`config.mk`:
```
export PLATFORM = sky130hd
export DESIGN_NAME = array_list_table_engine
export DESIGN_NICKNAME = d
export VERILOG_FILES = /design/src/hdl/alte_pkg.sv /design/src/hdl/alte_cmp.sv /design/src/hdl/alte_store.sv /design/src/hdl/alte_ctrl.sv /design/src/hdl/array_list_table_engine.sv
export SDC_FILE = /design/constraint.sdc
export NUM_CORES = 1
export LEC_CHECK = 0
export BUFFER_PORTS_ARGS = -buffer_cell sky130_fd_sc_hd__buf_4
export CELL_PAD_IN_SITES_DETAIL_PLACEMENT = 2
export CELL_PAD_IN_SITES_GLOBAL_PLACEMENT = 2
export CORE_MARGIN = 8
export CORE_UTILIZATION = 35
export DETAILED_ROUTE_END_ITERATION = 10
export PLACE_DENSITY_LB_ADDON = 0.1
export SLEW_MARGIN = 20
export SYNTH_ARGS = -nofsm -noshare
export SYNTH_HDL_FRONTEND = slang
export SYNTH_SLANG_ARGS = --single-unit
```
`constraint.sdc`:
```
create_clock -name i_clk -period 19.07 [get_ports i_clk]
set_input_delay 0.9535 -clock i_clk [delete_from_list [all_inputs] [get_ports i_clk]]
set_output_delay 0.9535 -clock i_clk [all_outputs]
set_load 0.03 [all_outputs]
```
`src/hdl/alte_pkg.sv`:
```
package alte_pkg;

    localparam int CAPACITY_DEF = 32;
    localparam int OP_W         = 3;
    localparam int POS_W        = 6;
    localparam int VAL_W        = 32;
    localparam int FOUND_W      = 5;
    localparam int CNT_W        = 6;
    localparam int LIMIT_W      = 6;

    localparam logic [LIMIT_W-1:0] LIMIT_RESET = LIMIT_W'(32);

    typedef enum logic [OP_W-1:0] {
        OP_APPEND = 3'd0,
        OP_INSERT = 3'd1,
        OP_DELETE = 3'd2,
        OP_LSRCH  = 3'd3,
        OP_BSRCH  = 3'd4
    } t_op;

    typedef struct packed {
        logic eq;
        logic lt;
    } t_cmp_res;

endpackage

```
`src/hdl/alte_cmp.sv`:
```
module alte_cmp (
    input  logic signed [alte_pkg::VAL_W-1:0] i_key,
    input  logic signed [alte_pkg::VAL_W-1:0] i_entry,
    output alte_pkg::t_cmp_res                o_res
);
    import alte_pkg::*;

    assign o_res.eq = (i_key == i_entry);
    assign o_res.lt = (i_key < i_entry);

endmodule

```
`src/hdl/alte_store.sv`:
```
module alte_store #(
    parameter int DEPTH = alte_pkg::CAPACITY_DEF,
    parameter int AW    = (DEPTH > 1) ? $clog2(DEPTH) : 1
) (
    input  logic                       i_clk,
    input  logic                       i_we,
    input  logic [AW-1:0]              i_waddr,
    input  logic [alte_pkg::VAL_W-1:0] i_wdata,
    input  logic [AW-1:0]              i_raddr,
    output logic [alte_pkg::VAL_W-1:0] o_rdata
);
    import alte_pkg::*;

    logic [VAL_W-1:0] r_mem [DEPTH];
    logic [VAL_W-1:0] r_rdata;

    always_ff @(posedge i_clk) begin
        if (i_we) begin
            r_mem[i_waddr] <= i_wdata;
        end
        r_rdata <= r_mem[i_raddr];
    end

    assign o_rdata = r_rdata;

endmodule

```
`src/hdl/alte_ctrl.sv`:
```
module alte_ctrl #(
    parameter int CAPACITY = alte_pkg::CAPACITY_DEF,
    parameter int AW       = (CAPACITY > 1) ? $clog2(CAPACITY) : 1
) (
    input  logic                         i_clk,
    input  logic                         i_rst_n,
    input  logic                         i_cfg_we,
    input  logic [alte_pkg::LIMIT_W-1:0] i_cfg_data,
    input  logic                         i_in_valid,
    output logic                         o_in_ready,
    input  logic [alte_pkg::OP_W-1:0]    i_op,
    input  logic [alte_pkg::POS_W-1:0]   i_position,
    input  logic [alte_pkg::VAL_W-1:0]   i_value,
    output logic                         o_out_valid,
    input  logic                         i_out_ready,
    output logic                         o_ok,
    output logic [alte_pkg::VAL_W-1:0]   o_data_out,
    output logic [alte_pkg::FOUND_W-1:0] o_found_position,
    output logic [alte_pkg::CNT_W-1:0]   o_fill_count,
    output logic                         o_mem_we,
    output logic [AW-1:0]                o_mem_waddr,
    output logic [alte_pkg::VAL_W-1:0]   o_mem_wdata,
    output logic [AW-1:0]                o_mem_raddr,
    input  logic [alte_pkg::VAL_W-1:0]   i_mem_rdata
);
    import alte_pkg::*;

    localparam int CW  = $clog2(CAPACITY + 1);
    localparam int CW1 = CW + 1;
    localparam int XW  = (CW > POS_W) ? CW : POS_W;

    typedef enum logic [2:0] {
        S_IDLE,
        S_MOVE,
        S_INS_WR,
        S_LSRCH,
        S_SWAP_A,
        S_SWAP_B,
        S_BS_PROBE,
        S_BS_CMP
    } t_state;

    t_state                r_state;
    logic [CW-1:0]         r_count;
    logic [LIMIT_W-1:0]    r_limit;
    logic [VAL_W-1:0]      r_key;
    logic [AW-1:0]         r_pos;
    logic [AW-1:0]         r_rp;
    logic [AW-1:0]         r_rend;
    logic [AW-1:0]         r_pa;
    logic                  r_pend;
    logic                  r_rdone;
    logic                  r_del;
    logic                  r_done;
    logic [VAL_W-1:0]      r_first;
    logic                  r_ok;
    logic [VAL_W-1:0]      r_data;
    logic [AW-1:0]         r_found;
    logic [CW-1:0]         r_lo;
    logic signed [CW1-1:0] r_hi;
    logic                  r_ov;
    logic                  r_o_ok;
    logic [VAL_W-1:0]      r_o_data;
    logic [FOUND_W-1:0]    r_o_found;
    logic [CNT_W-1:0]      r_o_fill;

    logic [XW-1:0]  pos_x;
    logic [XW-1:0]  cnt_x;
    logic           room;
    logic           ins_ok;
    logic           del_ok;
    logic           at_end;
    logic           accept;
    logic           bs_go;
    logic [CW1-1:0] bs_sum;
    logic [AW-1:0]  bs_mid;
    logic           out_free;
    t_cmp_res       cmp;

    alte_cmp u_cmp (
        .i_key   (r_key),
        .i_entry (i_mem_rdata),
        .o_res   (cmp)
    );

    assign pos_x    = XW'(i_position);
    assign cnt_x    = XW'(r_count);
    assign room     = (cnt_x < XW'(r_limit)) && (cnt_x < XW'(CAPACITY));
    assign ins_ok   = room && (pos_x <= cnt_x);
    assign del_ok   = pos_x < cnt_x;
    assign at_end   = pos_x == cnt_x;
    assign accept   = i_in_valid && (r_state == S_IDLE) && !r_done;
    assign bs_go    = $signed(CW1'(r_lo)) <= r_hi;
    assign bs_sum   = CW1'(r_lo) + CW1'(r_hi[CW-1:0]);
    assign bs_mid   = bs_sum[AW:1];
    assign out_free = !r_ov || i_out_ready;

    always_comb begin
        o_mem_we    = 1'b0;
        o_mem_waddr = r_pa;
        o_mem_wdata = i_mem_rdata;
        o_mem_raddr = (r_state == S_BS_PROBE) ? bs_mid : r_rp;
        unique case (r_state)
            S_IDLE: begin
                o_mem_waddr = AW'(r_count);
                o_mem_wdata = i_value;
                o_mem_we    = accept && (((i_op == OP_APPEND) && room) ||
                                         ((i_op == OP_INSERT) && ins_ok && at_end));
            end
            S_MOVE: begin
                if (r_del) begin
                    o_mem_waddr = r_pa - AW'(1);
                    o_mem_we    = r_pend && (r_pa != r_pos);
                end else begin
                    o_mem_waddr = r_pa + AW'(1);
                    o_mem_we    = r_pend;
                end
            end
            S_INS_WR: begin
                o_mem_we    = 1'b1;
                o_mem_waddr = r_pos;
                o_mem_wdata = r_key;
            end
            S_SWAP_A: begin
                o_mem_we    = 1'b1;
                o_mem_waddr = r_found;
                o_mem_wdata = r_first;
            end
            S_SWAP_B: begin
                o_mem_we    = 1'b1;
                o_mem_waddr = '0;
                o_mem_wdata = r_key;
            end
            default: begin
            end
        endcase
    end

    always_ff @(posedge i_clk) begin
        if (!i_rst_n) begin
            r_state <= S_IDLE;
            r_count <= '0;
            r_limit <= LIMIT_RESET;
            r_pend  <= 1'b0;
            r_rdone <= 1'b0;
            r_done  <= 1'b0;
            r_ov    <= 1'b0;
        end else begin
            if (i_cfg_we) begin
                r_limit <= i_cfg_data;
            end
            if (r_ov && i_out_ready) begin
                r_ov <= 1'b0;
            end
            if (r_done && out_free) begin
                r_done    <= 1'b0;
                r_ov      <= 1'b1;
                r_o_ok    <= r_ok;
                r_o_data  <= r_data;
                r_o_found <= FOUND_W'(r_found);
                r_o_fill  <= CNT_W'(r_count);
            end
            unique case (r_state)
                S_IDLE: begin
                    if (accept) begin
                        r_key   <= i_value;
                        r_ok    <= 1'b0;
                        r_data  <= '0;
                        r_found <= '0;
                        r_pend  <= 1'b0;
                        r_rdone <= 1'b0;
                        r_pos   <= AW'(pos_x);
                        case (i_op)
                            OP_APPEND: begin
                                r_done <= 1'b1;
                                if (room) begin
                                    r_ok    <= 1'b1;
                                    r_count <= r_count + CW'(1);
                                end
                            end
                            OP_INSERT: begin
                                if (ins_ok && at_end) begin
                                    r_ok    <= 1'b1;
                                    r_count <= r_count + CW'(1);
                                    r_done  <= 1'b1;
                                end else if (ins_ok) begin
                                    r_del   <= 1'b0;
                                    r_rp    <= AW'(r_count - CW'(1));
                                    r_rend  <= AW'(pos_x);
                                    r_state <= S_MOVE;
                                end else begin
                                    r_done <= 1'b1;
                                end
                            end
                            OP_DELETE: begin
                                if (del_ok) begin
                                    r_del   <= 1'b1;
                                    r_rp    <= AW'(pos_x);
                                    r_rend  <= AW'(r_count - CW'(1));
                                    r_state <= S_MOVE;
                                end else begin
                                    r_data <= '1;
                                    r_done <= 1'b1;
                                end
                            end
                            OP_LSRCH: begin
                                if (r_count != '0) begin
                                    r_rp    <= '0;
                                    r_rend  <= AW'(r_count - CW'(1));
                                    r_state <= S_LSRCH;
                                end else begin
                                    r_done <= 1'b1;
                                end
                            end
                            OP_BSRCH: begin
                                r_lo    <= '0;
                                r_hi    <= CW1'(r_count) - CW1'(1);
                                r_state <= S_BS_PROBE;
                            end
                            default: begin
                                r_done <= 1'b1;
                            end
                        endcase
                    end
                end
                S_MOVE, S_LSRCH: begin
                    r_pa   <= r_rp;
                    r_pend <= !r_rdone;
                    if (!r_rdone) begin
                        if (r_rp == r_rend) begin
                            r_rdone <= 1'b1;
                        end else if (r_del || r_state == S_LSRCH) begin
                            r_rp <= r_rp + AW'(1);
                        end else begin
                            r_rp <= r_rp - AW'(1);
                        end
                    end
                    if (r_state == S_MOVE) begin
                        if (r_pend && r_del && (r_pa == r_pos)) begin
                            r_data <= i_mem_rdata;
                        end
                        if (r_pend && r_rdone) begin
                            if (r_del) begin
                                r_ok    <= 1'b1;
                                r_count <= r_count - CW'(1);
                                r_done  <= 1'b1;
                                r_state <= S_IDLE;
                            end else begin
                                r_state <= S_INS_WR;
                            end
                        end
                    end else if (r_pend) begin
                        if (r_pa == '0) begin
                            r_first <= i_mem_rdata;
                        end
                        if (cmp.eq) begin
                            r_ok    <= 1'b1;
                            r_found <= r_pa;
                            r_state <= S_SWAP_A;
                        end else if (r_rdone) begin
                            r_done  <= 1'b1;
                            r_state <= S_IDLE;
                        end
                    end
                end
                S_INS_WR: begin
                    r_ok    <= 1'b1;
                    r_count <= r_count + CW'(1);
                    r_done  <= 1'b1;
                    r_state <= S_IDLE;
                end
                S_SWAP_A: begin
                    r_state <= S_SWAP_B;
                end
                S_SWAP_B: begin
                    r_done  <= 1'b1;
                    r_state <= S_IDLE;
                end
                S_BS_PROBE: begin
                    r_pa <= bs_mid;
                    if (bs_go) begin
                        r_state <= S_BS_CMP;
                    end else begin
                        r_done  <= 1'b1;
                        r_state <= S_IDLE;
                    end
                end
                S_BS_CMP: begin
                    if (cmp.eq) begin
                        r_ok    <= 1'b1;
                        r_found <= r_pa;
                        r_done  <= 1'b1;
                        r_state <= S_IDLE;
                    end else begin
                        if (cmp.lt) begin
                            r_hi <= $signed(CW1'(r_pa)) - CW1'(1);
                        end else begin
                            r_lo <= CW'(r_pa) + CW'(1);
                        end
                        r_state <= S_BS_PROBE;
                    end
                end
                default: begin
                    r_state <= S_IDLE;
                end
            endcase
        end
    end

    assign o_in_ready       = (r_state == S_IDLE) && !r_done;
    assign o_out_valid      = r_ov;
    assign o_ok             = r_o_ok;
    assign o_data_out       = r_o_data;
    assign o_found_position = r_o_found;
    assign o_fill_count     = r_o_fill;

endmodule

```
`src/hdl/array_list_table_engine.sv`:
```
// channel  | handshake                 | payload
// ---------+---------------------------+------------------------------------------------
// in       | i_in_valid / o_in_ready   | i_op, i_position, i_value
// out      | o_out_valid / i_out_ready | o_ok, o_data_out, o_found_position, o_fill_count
// cfg      | i_cfg_we                  | i_cfg_data (capacity_limit)
//
// Append, insert at the end, refused commands and unknown ops finish straight from idle.
// Insert shifts the entries from the position upward, then writes the value; delete shifts
// the later entries down; linear search reads from entry 0 up; binary search probes and compares.
// The list RAM's single read port, one entry per cycle, paces the shifts and the linear search.
// Synchronous active-low reset clears the count, the limit (to 32) and control.
// A waiting result does not block the next transaction until its own result.
module array_list_table_engine #(
    parameter int CAPACITY = alte_pkg::CAPACITY_DEF
) (
    input  logic                         i_clk,
    input  logic                         i_rst_n,
    input  logic                         i_cfg_we,
    input  logic [alte_pkg::LIMIT_W-1:0] i_cfg_data,
    input  logic                         i_in_valid,
    output logic                         o_in_ready,
    input  logic [alte_pkg::OP_W-1:0]    i_op,
    input  logic [alte_pkg::POS_W-1:0]   i_position,
    input  logic signed [alte_pkg::VAL_W-1:0] i_value,
    output logic                         o_out_valid,
    input  logic                         i_out_ready,
    output logic                         o_ok,
    output logic signed [alte_pkg::VAL_W-1:0] o_data_out,
    output logic [alte_pkg::FOUND_W-1:0] o_found_position,
    output logic [alte_pkg::CNT_W-1:0]   o_fill_count
);
    import alte_pkg::*;

    localparam int AW = (CAPACITY > 1) ? $clog2(CAPACITY) : 1;

    logic             mem_we;
    logic [AW-1:0]    mem_waddr;
    logic [VAL_W-1:0] mem_wdata;
    logic [AW-1:0]    mem_raddr;
    logic [VAL_W-1:0] mem_rdata;

    alte_ctrl #(
        .CAPACITY (CAPACITY),
        .AW       (AW)
    ) u_ctrl (
        .i_clk            (i_clk),
        .i_rst_n          (i_rst_n),
        .i_cfg_we         (i_cfg_we),
        .i_cfg_data       (i_cfg_data),
        .i_in_valid       (i_in_valid),
        .o_in_ready       (o_in_ready),
        .i_op             (i_op),
        .i_position       (i_position),
        .i_value          (i_value),
        .o_out_valid      (o_out_valid),
        .i_out_ready      (i_out_ready),
        .o_ok             (o_ok),
        .o_data_out       (o_data_out),
        .o_found_position (o_found_position),
        .o_fill_count     (o_fill_count),
        .o_mem_we         (mem_we),
        .o_mem_waddr      (mem_waddr),
        .o_mem_wdata      (mem_wdata),
        .o_mem_raddr      (mem_raddr),
        .i_mem_rdata      (mem_rdata)
    );

    alte_store #(
        .DEPTH (CAPACITY),
        .AW    (AW)
    ) u_store (
        .i_clk   (i_clk),
        .i_we    (mem_we),
        .i_waddr (mem_waddr),
        .i_wdata (mem_wdata),
        .i_raddr (mem_raddr),
        .o_rdata (mem_rdata)
    );

endmodule

```
==> run metrics <==
Post-synth ARST share 0; GR Overflow Total 0; pin count of the biggest net entering global routing 129; Slew @ Worst Pin roughly 1.2 ns; PD cells ~130 nW/um^2; Sw Share 0.3546; all-layer global routing usage 0.2439; WL/cell 33.65 um; Crit path max-delay family buffers and inverters; worst setup margin 12.79 ns; synth cell count leaders edfxtp_1 (1204), mux2i_1 (659), nand2_1 (367), clkbuf_1 (279), nor2_1 (213); Syn-to-layout area delta 14.99%; setup TNS 0 ns; Total Nets Final 4687; Flop pwr share 0.409; Synth cell types 76; clock power share 0.309; antenna violations before repair 9; Final Setup Violations 0; count leader, synth edfxtp_1; clock sink count 1255; Slew headroom 0.2258; Crit. End Element flip-flop; design area 68990 sq um; CTS resizes 0; worst skew pair latency 0.79 ns; drt pass-1 iters 5; CTS tree yes; Layout fillers 16.84k; Chip Height 430.0 um; Detailed Route Iter0 Violations 3165; CP arrival 6.94 ns; clock-pin slew on the worst setup and hold paths 0.06 ns; static leakage 24.05 nW; element type at the critical path start flip-flop; Pint 6.002 mW; Fin. Hold Viols 0; Tcrit/Tclk final 0.3296; slowest stage cell, crit path fa_4; Final ANT Viol Nets 0; Synth Register Bits approximately 1.3k; post-synthesis sequential area ratio 0.6196; Initial Util 0.3509; I/O pin count 98; crit-path max FO 82; Min-Delay Path Class in -> reg; placed inst area 64110 sq um; first-pass GRT wire length roughly 330 mm; vias in the first global route 45.50k; final core occ 0.4035; Post-Syn Area 60000 sq um; DIE AREA 184900 sq um; H-tree Lvls 4; TritonCTS buffer count roughly 150; crit path kind reg -> reg; combinational share of power 0.282; fmax about 160 MHz; hold buffers post-CTS 0; Die X 430.0 um; DRT Wirelength 232.9 mm; area of the multi-input gates roughly 22000 sq um; Via-to-Cell Ratio between 6 and 7; gpl congestion 0.7664; Synth Area per Inst between 10 and 15 sq um; Core Box Area about 170000 sq um; Final Non-Filler Cells between 6k and 7k; Post-route DRC 0; clk_skew roughly 0.021 ns; Synth Flop Type edfxtp_1; Row Count 152; Buf/Inv on CP 4; Place WS 12.81 ns; Area contributors post-synth edfxtp_1 (60%), mux2i_1 (11%), nand2_1 (2.3%); max_cap viols 0; status complete, no violations; Max clock buf depth 3; VDD IR-drop max roughly 0.099 mV; switching power about 3.3 mW; routed vias 42.14k; worst path cell trace ha_1, fa_4, buf_12, buf_4, buf_4, buf_4, mux2_2, o21ai_0, mux2i_1, a32oi_1, nand4_1, o41a_1; Synth Instances 4546; share of the synthesized area in the top cell type 0.6026; Inst Count DP around 6.6k; max-slew violations 0; DP HPWL 131.3 mm; min cycle time layout 6.285 ns; post-CTS setup buffer count 0; Mapped Nets 4666; RSZ-0062 raised after global routing no; Root Driver clkbuf_16; Ys Warns 0; layout cells sized above 1 0.1446; most used cell, CP buf_4; area leader, netlist edfxtp_1; Seq. cell area 37180 sq um; WP data required roughly 20 ns; Buffers on Ports 97; EDFF count, synth 1204; max incr delay on CP 1.21 ns
## sequential cells by signal, indices dropped and copies added (netlist names), 3 cells and up
| signal | cells |
|---|---|
| u_ctrl.r_hi | 7 |
| u_ctrl.o_data_out | 32 |
| u_ctrl.r_rp | 5 |
| u_ctrl.r_state | 3 |
| u_ctrl.r_limit | 6 |
| u_store.o_rdata | 32 |
| u_ctrl.r_key | 32 |
| u_ctrl.o_fill_count | 6 |
| u_ctrl.cnt_x | 6 |
| u_ctrl.o_found_position | 5 |
| u_ctrl.r_pos | 5 |
| u_ctrl.r_lo | 6 |
| u_ctrl.r_first | 32 |
| u_ctrl.r_found | 5 |
| u_ctrl.r_pa | 5 |
| u_ctrl.r_rend | 5 |
| u_store.r_mem | 1024 |
| u_ctrl.r_data | 32 |
## logic make-up after synthesis
logic type      share of synthesized area
simple gates                      0.06911
compound gates                     0.1332
buf+inv                           0.03005
flops                              0.6196
fa+ha+maj                         0.01456
xor+xnor                         0.004963
mux                                0.1285
## cells in the final DEF (no fill, tap or decap), drive strengths merged, types with 66 or more instances in the layout
cell type     n
a211oi      100
a21oi        93
a221oi       66
a22oi       161
buf         249
clkbuf      203
edfxtp     1204
inv          79
mux2         99
mux2i       659
nand2       367
nand3        79
nand4        78
nor2        213
o21ai       123
o22ai        70
## power by group through the flow
stage                     Clock, mW  Combinational, mW  Sequential (mW)
after floorplan                   0               1.44             3.73
after global placement            0               2.58             3.85
after detailed placement          0               2.63             3.86
after CTS                      2.94               2.64             3.80
after global routing           3.03               2.79             3.81
final                          2.87               2.63             3.80
## worst paths after layout
kind                                         from                     to  slack (ns)  cells past startpoint
worst max-delay path               u_ctrl.r_hi[0]     u_store.o_rdata[9]       12.79                     12
worst min-delay path                  i_value[10]       u_ctrl.r_key[10]        0.36                      1
worst max register to register     u_ctrl.r_hi[0]     u_store.o_rdata[9]       12.79                     12
worst min register to register  u_ctrl.r_data[21]  u_ctrl.o_data_out[21]        0.42                      0
## layer usage
metal / share of wire / routed length [um] / global-route usage
met1: 0.46 / 106600 / 0.3348
met2: 0.47 / 110100 / 0.4069
met3: 0.044 / 10250 / 0.03357
met4: 0.026 / 6008 / 0.06401
met5: 0 / 0 / 0
## stage by stage
step	hold slack, ns	total power [mW]
after global routing	0.3192	9.625
after floorplan	0.4003	5.170
final	0.3581	9.299
after CTS	0.2942	9.375
after global placement	0.4005	6.429
after detailed placement	0.4052	6.486
## worst register-to-register path, stage by stage, from the launching register on
cell and delay (ns):
edfxtp_1 0.40, ha_1 0.25, fa_4 1.21, buf_12 0.54
buf_4 0.74, buf_4 0.86, buf_4 0.77, mux2_2 0.48
o21ai_0 0.16, mux2i_1 0.10, a32oi_1 0.26, nand4_1 0.18
o41a_1 0.20
## area by class of cell
cell class	count	area share
tap	2233	0.04050
clock inverter	72	0.008669
clock buffer	203	0.06194
antenna	1	0.00003627
inverter	74	0.004153
multi-input combinational	2835	0.3174
sequential	1255	0.5389
timing repair buffer	249	0.02837
No activity file was read; power rests on OpenSTA's default activity.
